**config.mk**
```make
export PLATFORM = sky130hd
export DESIGN_NAME = terminal_line_editor_core
export DESIGN_NICKNAME = d
export VERILOG_FILES = /design/src/design/tle_pkg.sv /design/src/design/tle_decode.sv /design/src/design/tle_emit.sv /design/src/design/terminal_line_editor_core.sv
export VERILOG_INCLUDE_DIRS = /design/src /design/src/design
export SDC_FILE = /design/constraint.sdc
export NUM_CORES = 1
export LEC_CHECK = 0
export ABC_CLOCK_PERIOD_IN_PS = 2600
export BUFFER_PORTS_ARGS = -buffer_cell sky130_fd_sc_hd__buf_4
export CAP_MARGIN = 20
export CELL_PAD_IN_SITES_DETAIL_PLACEMENT = 1
export CELL_PAD_IN_SITES_GLOBAL_PLACEMENT = 1
export CORE_MARGIN = 4
export CORE_UTILIZATION = 38
export DETAILED_ROUTE_END_ITERATION = 10
export PLACE_DENSITY_LB_ADDON = 0.05
export RECOVER_POWER = 25
export SLEW_MARGIN = 20
export SYNTH_ARGS = -nofsm -noshare
export SYNTH_HDL_FRONTEND = slang
export SYNTH_HIERARCHICAL = 1
export SYNTH_SLANG_ARGS = --single-unit
```
**constraint.sdc**
```tcl
create_clock -name clk -period 2.6 [get_ports clk]
set_clock_uncertainty 0.2 [all_clocks]
set_input_delay 0.26 -clock clk [delete_from_list [all_inputs] [get_ports clk]]
set_output_delay 0.26 -clock clk [all_outputs]
set_load 0.02 [all_outputs]
```
**src/design/terminal_line_editor_core_defines.svh**
```systemverilog
// ----------------------------------------------------------------------------
// Terminal line editor assertion macros
// Shared check macros; empty when SYNTH is defined.
// ----------------------------------------------------------------------------
`ifndef TERMINAL_LINE_EDITOR_CORE_DEFINES_SVH
`define TERMINAL_LINE_EDITOR_CORE_DEFINES_SVH

`ifndef SYNTH
// same-cycle implication, checked on every rising edge out of reset
`define TLE_ASSERT(label, cond, prop) \
  label: assert property (@(posedge clk) disable iff (rst) (cond) |-> (prop)) \
    else $error("assertion failed");
// next-cycle implication
`define TLE_ASSERT_NEXT(label, cond, prop) \
  label: assert property (@(posedge clk) disable iff (rst) (cond) |=> (prop)) \
    else $error("assertion failed");
`else
`define TLE_ASSERT(label, cond, prop)
`define TLE_ASSERT_NEXT(label, cond, prop)
`endif

`endif

```
**src/design/tle_pkg.sv**
```systemverilog
// ----------------------------------------------------------------------------
// Terminal line editor package
// Character codes, event codes and the result descriptor type.
// ----------------------------------------------------------------------------
`timescale 1ns / 1ps

package tle_pkg;

  localparam logic [7:0] CH_BS     = 8'd8;
  localparam logic [7:0] CH_LF     = 8'd10;
  localparam logic [7:0] CH_CR     = 8'd13;
  localparam logic [7:0] CH_ESC    = 8'd27;
  localparam logic [7:0] CH_SPACE  = 8'd32;
  localparam logic [7:0] CH_LBRACK = 8'h5B;
  localparam logic [7:0] CH_UPKEY  = 8'h41;
  localparam logic [7:0] CH_DNKEY  = 8'h42;
  localparam logic [7:0] CH_DEL    = 8'd127;

  localparam logic [1:0] EVT_NONE = 2'd0;
  localparam logic [1:0] EVT_DONE = 2'd1;
  localparam logic [1:0] EVT_UP   = 2'd2;
  localparam logic [1:0] EVT_DOWN = 2'd3;

  localparam logic [8:0] MAX_LEN_RESET = 9'd64;

  typedef enum logic [2:0] {
    KIND_CHAR,
    KIND_BS,
    KIND_CR,
    KIND_UP,
    KIND_DOWN
  } kind_t;

  // one decoded input byte: what to emit and with which data
  typedef struct packed {
    kind_t      kind;
    logic [7:0] ch;
    logic [8:0] len;
  } desc_t;

endpackage

```
**src/design/tle_decode.sv**
```systemverilog
// ----------------------------------------------------------------------------
// Terminal line editor decoder
// Holds escape mode and line length; classifies each byte into a descriptor.
// ----------------------------------------------------------------------------
`timescale 1ns / 1ps

module tle_decode #(
  parameter int LINE_CAPACITY = 256
) (
  input  logic            clk,
  input  logic            rst,
  input  logic            fire,
  input  logic [7:0]      ch,
  input  logic [8:0]      max_line_len,
  output logic            has_result,
  output tle_pkg::desc_t  desc
);

  typedef enum logic [1:0] {
    MODE_NORMAL,
    MODE_ESC,
    MODE_BRACKET
  } mode_t;

  mode_t      escape_mode, escape_mode_next;
  logic [8:0] line_count, line_count_next;
  logic       room;

  assign room = (line_count < max_line_len) &&
                (32'(line_count) < LINE_CAPACITY) &&
                (line_count != 9'h1FF);

  always_comb begin
    escape_mode_next = MODE_NORMAL;
    line_count_next  = line_count;
    has_result       = 1'b0;
    desc.kind        = tle_pkg::KIND_CHAR;
    desc.ch          = ch;
    desc.len         = line_count;
    case (escape_mode)
      MODE_ESC: begin
        if (ch == tle_pkg::CH_LBRACK) begin
          escape_mode_next = MODE_BRACKET;
        end
      end
      MODE_BRACKET: begin
        if (ch == tle_pkg::CH_UPKEY) begin
          has_result = 1'b1;
          desc.kind  = tle_pkg::KIND_UP;
        end else if (ch == tle_pkg::CH_DNKEY) begin
          has_result = 1'b1;
          desc.kind  = tle_pkg::KIND_DOWN;
        end
      end
      default: begin
        if (ch == tle_pkg::CH_ESC) begin
          escape_mode_next = MODE_ESC;
        end else if (ch == tle_pkg::CH_BS || ch == tle_pkg::CH_DEL) begin
          if (line_count != 9'd0) begin
            has_result      = 1'b1;
            desc.kind       = tle_pkg::KIND_BS;
            line_count_next = line_count - 9'd1;
          end
        end else if (ch == tle_pkg::CH_CR) begin
          has_result      = 1'b1;
          desc.kind       = tle_pkg::KIND_CR;
          line_count_next = 9'd0;
        end else if (ch >= tle_pkg::CH_SPACE && ch < tle_pkg::CH_DEL && room) begin
          has_result      = 1'b1;
          desc.kind       = tle_pkg::KIND_CHAR;
          line_count_next = line_count + 9'd1;
        end
      end
    endcase
  end

  always_ff @(posedge clk) begin
    if (rst) begin
      escape_mode <= MODE_NORMAL;
      line_count  <= 9'd0;
    end else if (fire) begin
      escape_mode <= escape_mode_next;
      line_count  <= line_count_next;
    end
  end

endmodule

```
**src/design/tle_emit.sv**
```systemverilog
// ----------------------------------------------------------------------------
// Terminal line editor result emitter
// Result register; steps a backspace through its three echo bytes.
// ----------------------------------------------------------------------------
`timescale 1ns / 1ps

module tle_emit (
  input  logic            clk,
  input  logic            rst,
  input  logic            load,
  input  tle_pkg::desc_t  load_desc,
  output logic            can_load,
  output logic            out_valid,
  input  logic            out_ready,
  output logic            echo_valid,
  output logic [7:0]      echo_byte,
  output logic            store_valid,
  output logic [7:0]      store_index,
  output logic [7:0]      store_char,
  output logic [1:0]      event_res,
  output logic [8:0]      line_length,
  output logic            last
);

  logic           busy;
  tle_pkg::desc_t desc;
  logic [1:0]     step;

  assign out_valid = busy;
  assign can_load  = !busy || (out_ready && last);

  always_comb begin
    echo_valid  = 1'b0;
    echo_byte   = 8'd0;
    store_valid = 1'b0;
    store_index = 8'd0;
    store_char  = 8'd0;
    event_res   = tle_pkg::EVT_NONE;
    line_length = 9'd0;
    last        = 1'b1;
    case (desc.kind)
      tle_pkg::KIND_CHAR: begin
        echo_valid  = 1'b1;
        echo_byte   = desc.ch;
        store_valid = 1'b1;
        store_index = desc.len[7:0];
        store_char  = desc.ch;
      end
      tle_pkg::KIND_BS: begin
        // backspace, space, backspace
        echo_valid = 1'b1;
        echo_byte  = (step == 2'd1) ? tle_pkg::CH_SPACE : tle_pkg::CH_BS;
        last       = (step == 2'd2);
      end
      tle_pkg::KIND_CR: begin
        echo_valid  = 1'b1;
        echo_byte   = tle_pkg::CH_LF;
        event_res   = tle_pkg::EVT_DONE;
        line_length = desc.len;
      end
      tle_pkg::KIND_UP: begin
        event_res   = tle_pkg::EVT_UP;
        line_length = desc.len;
      end
      tle_pkg::KIND_DOWN: begin
        event_res   = tle_pkg::EVT_DOWN;
        line_length = desc.len;
      end
      default: begin
        last = 1'b1;
      end
    endcase
  end

  always_ff @(posedge clk) begin
    if (rst) begin
      busy <= 1'b0;
      step <= 2'd0;
    end else if (load) begin
      busy <= 1'b1;
      step <= 2'd0;
    end else if (busy && out_ready) begin
      if (last) begin
        busy <= 1'b0;
      end else begin
        step <= step + 2'd1;
      end
    end
  end

  always_ff @(posedge clk) begin
    if (load) begin
      desc <= load_desc;
    end
  end

endmodule

```
**src/design/terminal_line_editor_core.sv**
```systemverilog
// ----------------------------------------------------------------------------
// Terminal line editor core
// Echo, line buffer writes and line/arrow events from received terminal bytes.
// ----------------------------------------------------------------------------
// Usage:
//   Bytes enter on rx_byte with in_valid/in_ready. Results leave on
//   out_valid/out_ready, one result per transfer; last marks the final
//   result of a byte. Printable bytes while the line has room, carriage
//   return and arrow keys give one result, a backspace on a non-empty line
//   gives three, all other bytes give none.
//   A byte is decoded from the input register into the result register.
//   Throughput: one byte per cycle while out_ready stays high, except that
//   a backspace holds the result register while its three echo bytes drain.
//   The input register takes a new byte while a result waits, so one byte
//   is held ahead of a stalled receiver; when out_ready stays low both
//   registers fill and in_ready drops.
//   max_line_len is written through cfg_write_en/cfg_write_data; the user
//   must do so only while idle, as the block does not enforce this.
//   Reset (rst, synchronous) empties both registers, sets normal mode, an
//   empty line and max_line_len of 64.
// ----------------------------------------------------------------------------
`timescale 1ns / 1ps
`include "terminal_line_editor_core_defines.svh"

module terminal_line_editor_core #(
  parameter int LINE_CAPACITY = 256
) (
  input  logic       clk,
  input  logic       rst,
  input  logic       cfg_write_en,
  input  logic [8:0] cfg_write_data,
  input  logic       in_valid,
  output logic       in_ready,
  input  logic [7:0] rx_byte,
  output logic       out_valid,
  input  logic       out_ready,
  output logic       echo_valid,
  output logic [7:0] echo_byte,
  output logic       store_valid,
  output logic [7:0] store_index,
  output logic [7:0] store_char,
  output logic [1:0] event_res,
  output logic [8:0] line_length,
  output logic       last
);

  logic [8:0]     max_line_len;
  logic           hold_valid;
  logic [7:0]     hold_byte;
  logic           can_load;
  logic           fire;
  logic           has_result;
  tle_pkg::desc_t desc;

  assign fire     = hold_valid && can_load;
  assign in_ready = !hold_valid || fire;

  always_ff @(posedge clk) begin
    if (rst) begin
      max_line_len <= tle_pkg::MAX_LEN_RESET;
    end else if (cfg_write_en) begin
      max_line_len <= cfg_write_data;
    end
  end

  always_ff @(posedge clk) begin
    if (rst) begin
      hold_valid <= 1'b0;
    end else if (in_valid && in_ready) begin
      hold_valid <= 1'b1;
    end else if (fire) begin
      hold_valid <= 1'b0;
    end
  end

  always_ff @(posedge clk) begin
    if (in_valid && in_ready) begin
      hold_byte <= rx_byte;
    end
  end

  tle_decode #(
    .LINE_CAPACITY(LINE_CAPACITY)
  ) u_decode (
    .clk          (clk),
    .rst          (rst),
    .fire         (fire),
    .ch           (hold_byte),
    .max_line_len (max_line_len),
    .has_result   (has_result),
    .desc         (desc)
  );

  tle_emit u_emit (
    .clk         (clk),
    .rst         (rst),
    .load        (fire && has_result),
    .load_desc   (desc),
    .can_load    (can_load),
    .out_valid   (out_valid),
    .out_ready   (out_ready),
    .echo_valid  (echo_valid),
    .echo_byte   (echo_byte),
    .store_valid (store_valid),
    .store_index (store_index),
    .store_char  (store_char),
    .event_res   (event_res),
    .line_length (line_length),
    .last        (last)
  );

  `TLE_ASSERT(a_store_echoes, out_valid && store_valid, echo_valid && echo_byte == store_char)
  `TLE_ASSERT(a_event_is_last, out_valid && event_res != tle_pkg::EVT_NONE, last)
  `TLE_ASSERT(a_mid_is_erase, out_valid && !last,
              echo_byte == tle_pkg::CH_BS || echo_byte == tle_pkg::CH_SPACE)
  `TLE_ASSERT_NEXT(a_erase_holds, out_valid && out_ready && !last, out_valid)

endmodule
```
# Yosys cells after proc, flatten, opt, wreduce, memory -nomap -nowiden
# Index checks and enable logic that the tools add are counted.
# word_totals
register_bits,52
input_bits,22
output_inout_bits,40
word_cells,100
# op_classes
add_sub_neg,3
order_cmp,4
n_eq_ne,17
muxes,36
bitwise,3
n_reduce_logical,27
# op_table
op,count
2-to-1 mux 9 bit,5
"== test 8 x 7 -> 1 bit, second input constant",4
case mux 8 bit (3 select lines),1
2-to-1 mux 1 bit,17
"== test 8 x 4 -> 1 bit, second input constant",2
2-to-1 mux 8 bit,2
2-to-1 mux 3 bit,4
"adder 9 x 1 -> 9 bit, second input constant",1
logical AND 1 bit,9
less-than comparator 9 bit,1
"less-than comparator 9 bit, second input constant",1
"inequality test 9 bit, second input constant",1
nonzero test 9 bit,1
"subtractor 9 x 1 -> 9 bit, second input constant",1
"== test 8 x 5 -> 1 bit, second input constant",1
">= comparator 8 x 6 -> 1 bit, second input constant",1
"less-than comparator 8 x 7 -> 1 bit, second input constant",1
"== test 3 x 2 -> 1 bit, second input constant",2
2-to-1 mux 6 bit,1
case mux 2 bit (3 select lines),1
case mux 3 bit (2 select lines),1
nonzero test 2 bit,3
OR reduction 3 bit,2
AND reduction 5 bit,1
other kinds (16),26

# Depth between registers and ports, before layout
# depth
word_depth,12
depth_mapped,13
depth_no_buf,11

# Modules after synthesis
# Netlist, hierarchy kept.
# modules_own_cells
module,instances,cells_each,area_per_inst_um2,seq_area_each_um2
tle_decode,1,176,1357.6,220.2
tle_emit,1,93,1087.3,660.6
terminal_line_editor_core,1,44,618.1,440.4

# Least setup slack after synthesis
# OpenSTA, ideal clock, no wires.
# synth_timing
kind,reg2reg
startpoint,reg hold_byte[1]
endpoint,"reg u_emit.busy, in the netlist u_emit/out_valid"
setup_ns,0.091
arrival_ns,2.449
required_ns,2.309
setup_slack_ns,-0.140
stages_incl_launch_ff,11
n_path_buf,1
synth_period_minus_slack_ns,2.740
path_cell_list,edfxtp_1 nand4_1 nor2_2 a31o_1 buf_4 a21oi_2 or2b_1 o21ai_0 and3_1 nor2_1 a311oi_1
# synth_via
elab_chain_cells,11
word_cells_on_any_way,23
cone_classes,order compare (2); eq/ne (6); mux (8); reduce/logical (7)
# synth_lines
item,line_no,text
"start, declared",terminal_line_editor_core.sv:49,logic [7:0] hold_byte;
"start signal, assigned",terminal_line_editor_core.sv:78,hold_byte <= rx_byte;
>= comparator 8 x 6 -> 1 bit / less-than comparator 8 x 7 -> 1 bit (equally long branches),tle_decode.sv:68,end else if (ch >= tle_pkg::CH_SPACE && ch < tle_pkg::CH_DEL && room) begin
logical AND 1 bit (2 in a row),tle_decode.sv:68,
2-to-1 mux 1 bit,tle_decode.sv:68,
2-to-1 mux 1 bit,tle_decode.sv:64,end else if (ch == tle_pkg::CH_CR) begin
2-to-1 mux 1 bit,tle_decode.sv:58,end else if (ch == tle_pkg::CH_BS || ch == tle_pkg::CH_DEL) begin
2-to-1 mux 1 bit,tle_decode.sv:56,if (ch == tle_pkg::CH_ESC) begin
case mux 1 bit (2 select lines) (*),tle_decode.sv:40,case (escape_mode)
via has_result,terminal_line_editor_core.sv:52,logic has_result;
logical AND 1 bit (*),terminal_line_editor_core.sv:97,".load (fire && has_result),"
nonzero test 2 bit (no line),n/a,
AND reduction 2 bit (no line),n/a,
"end signal, assigned",tle_emit.sv:77,busy <= 1'b0;
"end signal, assigned",tle_emit.sv:80,busy <= 1'b1;
"end signal, assigned",tle_emit.sv:84,busy <= 1'b0;
"end, declared",tle_emit.sv:25,logic busy;
# The timed path passes the listed nets; every way through them passes the cells marked *.
# A chain may end at the register's enable or synchronous reset.

# Final worst setup path
# layout_timing
startpoint,reg hold_byte[6]
endpoint,"reg u_emit.busy, in the netlist u_emit/out_valid"
# Same word-level chain as after synthesis.

==> results.yml <==
synth:
  async_flop_share_pct: 0
  yosys_most_used_dff: "edfxtp_1"
  avgSynthCellArea_um2: 9.79
  synth_warnings: 6
  synth_edf_count: 28
  synth_commonest_cells: "edfxtp_1 (28), nor2_1 (26), dfxtp_1 (24), inv_1 (20), nand2_1 (20)"
  synth_most_common_cell: "edfxtp_1"
  ys_seq_area_share_pct: 43.1
  ys_seq_elements: 52
  synthTopCellsByArea: "edfxtp_1 (27%), dfxtp_1 (16%), ha_1 (5.7%), mux2i_1 (3.9%), and2_1 (3.7%)"
  synth_top_area_share_pct: 27.5
  synth_cell_types: 56
  yosysTopAreaCell: "edfxtp_1"
  synth_area_mm2: 0.00306
  syn-instance-count: 313
  syn-num-nets: 349
clock_network:
  worstSkewPairLatency_ns: 0.31
  clk_pin_slew_ns: 0.11
  cts_buffers: 5
  cts_tree: "done"
  htreeDepth: 2
  ctsLongestPathBuffers: 2
  root_buffer: "clkbuf_8"
  clock_sinks: 52
pwr:
  swShare_pct: 26.3
  pwr-share-comb_pct: 15.2
  switchingPower_mw: 0.432
  seqPwrFrac_pct: 55.3
  pwr-share-clk_pct: 29.5
  p_int_mw: 1.21
  power_leakage_nw: 1.66
  peakVddDrop_mv: 0.259
  powerDensity_mw_per_mm2: 413
layout:
  syn2layout_area_growth_pct: 30.1
  finalNetCount: 436
  nFillCells: 928
  fin_util_pct: 51.3
  antenna_cells: 0
  drive_gt1_share_pct: 29.7
worst_setup_path:
  crit_arrival_ns: 2.51
  cpPeakStageDelay_ns: 0.48
  critPathBufInv: 3
  critPathRequiredTime_ns: 2.62
  endpoint_kind: "flop"
  crit_slowest_cell: "edfxtp_1"
  crit_path_start_kind: "flop"
  critical_path_class: "reg -> reg"
  cp_top_family: "simple AND/OR/NAND/NOR gates"
  path_cells: "buf_4 -> nand4b_1 -> nor2_4 -> a31o_1 -> a21oi_2 -> or2b_1 -> o21ai_0 -> and3_2 -> buf_12 -> inv_1 -> a311oi_2"
  cp_max_fo: 18
detailed_routing:
  first_pass_iters: 5
  viasPerCell: 4.99
  antenna_left: 0
  drt-total-wl_um: 7620
  drcViolationCount: 0
  drt_iter0_drc: 75
  via_count: 2511
  wl_per_cell_um: 15.2
grt:
  first_global_vias: 2508
  grt_max_degree: 24
  track_usage_pct: 15.7
  antenna_found_initial: 0
  grt_pass1_wl_um: 12400
  globalRouteOverflowTotal: 0
sta:
  setup_viol: 0
  tightest_slew_ns: 0.674
  clock.fmax_ghz: 0.401
  hold_viol: 0
  fin_ws_ns: 0.109
  relSlewSlack_pct: 53.8
  finalCritPeriodShare_pct: 95.8
  slew_violations: 0
  final.min_clock_period_ns: 2.49
floorplanning:
  fp.dieH_um: 97.8
  core.rowCount: 32
  io-pin-count: 62
  dieArea_mm2: 0.00956
  start_util_pct: 39.4
  core_area_mm2: 0.00777
  die_width_um: 97.8
min_path:
  hold_class: "in -> reg"
flow_run:
  drv_cap: 0
placed_design:
  port-buffer-count: 61
  pre_cts_ws_ns: -0.0220
  hpwl_um: 5690
  gp_congestion: 0.733
status:
  status: "finished clean"
==> per-stage QoR <==
step | instance area [um^2] | power [mW] | instances | hold WS, ns | setup TNS, ns
floorplan | 3060 | 1.07 | 313 | 0.130 | 0
global placement | 3610 | 1.14 | 470 | 0.239 | 0
detailed placement | 3610 | 1.15 | 470 | 0.240 | -0.0220
CTS | 3910 | 1.66 | 499 | 0.0993 | 0
global route | 3990 | 1.73 | 503 | 0.118 | -0.00133
finish | 3990 | 1.65 | 503 | 0.102 | 0
==> worst paths after layout <==
| check | startpoint | slack [ns] | depth (start not counted) | endpoint |
|---|---|---|---|---|
| setup reg to reg | hold_byte[6] | 0.11 | 11 | u_emit/out_valid |
| hold reg to reg | u_emit/step[0] | 0.31 | 2 | u_emit/step[0] |
| hold / removal | cfg_write_en | 0.10 | 2 | max_line_len[6] |
| setup / recovery | hold_byte[6] | 0.11 | 11 | u_emit/out_valid |
==> power by group through the flow <==
stage,Clock [mW],Sequential [mW],Combinational [mW]
3_5_place_dp,0,0.932,0.214
5_1_grt,0.544,0.915,0.273
2_1_floorplan,0,0.927,0.145
3_3_place_gp,0,0.931,0.209
4_1_cts,0.508,0.912,0.241
6_report,0.486,0.910,0.249
==> timing repair <==
item / 4_1_cts / 5_1_grt
setup endpoints to repair: 2 / 4
buffers inserted: 2 / 4
pin swaps: 1 / 1
endpoints found under the hold margin: 19 / 0
gates resized for setup: 2 / 14
hold buffers: 19 / 0
==> state kept, by name (all words and copies together), names as in the netlist <==
register              cells
u_decode/escape_mode      2
u_decode/line_count       9
u_emit/out_valid          1
hold_byte                 8
u_emit/desc              20
hold_valid                1
u_emit/step               2
max_line_len              9
==> layer usage <==
layer / track usage, % / vias up / wire [um]
li1: - / 1262 / -
met3: 3.50 / 4 / 345
met1: 19.6 / 1185 / 3350
met2: 27.5 / 60 / 3860
met4: 3.94 / 0 / 61
met5: 0 / - / 0
==> final cells by class <==
type                            instances  area, um^2  share of cell area [%]
Clock buffer                            5        68.8                    1.73
Multi-Input combinational cell        211        1500                    37.6
Inverter                               20        75.1                    1.88
Timing Repair Buffer                  110         863                    21.7
Clock inverter                          3        25.0                   0.628
Tap cell                              102         128                    3.20
Sequential cell                        52        1330                    33.3
==> kinds of logic (layout without fill, tap and decap cells) <==
| logic type | Yosys count | after routing | synth area share (%) |
|---|---|---|---|
| flops | 52 | 52 | 43.1 |
| mux | 12 | 12 | 3.92 |
| fa+ha+maj | 14 | 14 | 5.72 |
| buf+inv | 50 | 138 | 10.0 |
| compound gates | 57 | 57 | 12.7 |
| xor+xnor | 3 | 3 | 0.858 |
| simple gates | 125 | 125 | 23.6 |
==> cell usage in the layout (no fill, tap or decap), types with 4 or more instances in the layout <==
master         netlist  layout
a211o_1              4       4
a21oi_1             15      15
a221oi_1             4       4
and2_1              18      18
buf_4               14      75
clkbuf_1             4       6
clkbuf_4             0       9
clkbuf_8             0       5
dfxtp_1             24      20
dfxtp_2              0       4
dlygate4sd3_1        0      19
edfxtp_1            28      28
ha_1                14      14
inv_1               20      20
mux2i_1             12      12
nand2_1             20      20
nand2b_1             6       4
nand3_1              4       4
nand4_1              4       4
nor2_1              26      26
nor2b_1             11      11
nor3_1               9       7
o21ai_0             10       9
or3_1                6       4
No activity file was read; power rests on OpenSTA's default activity.
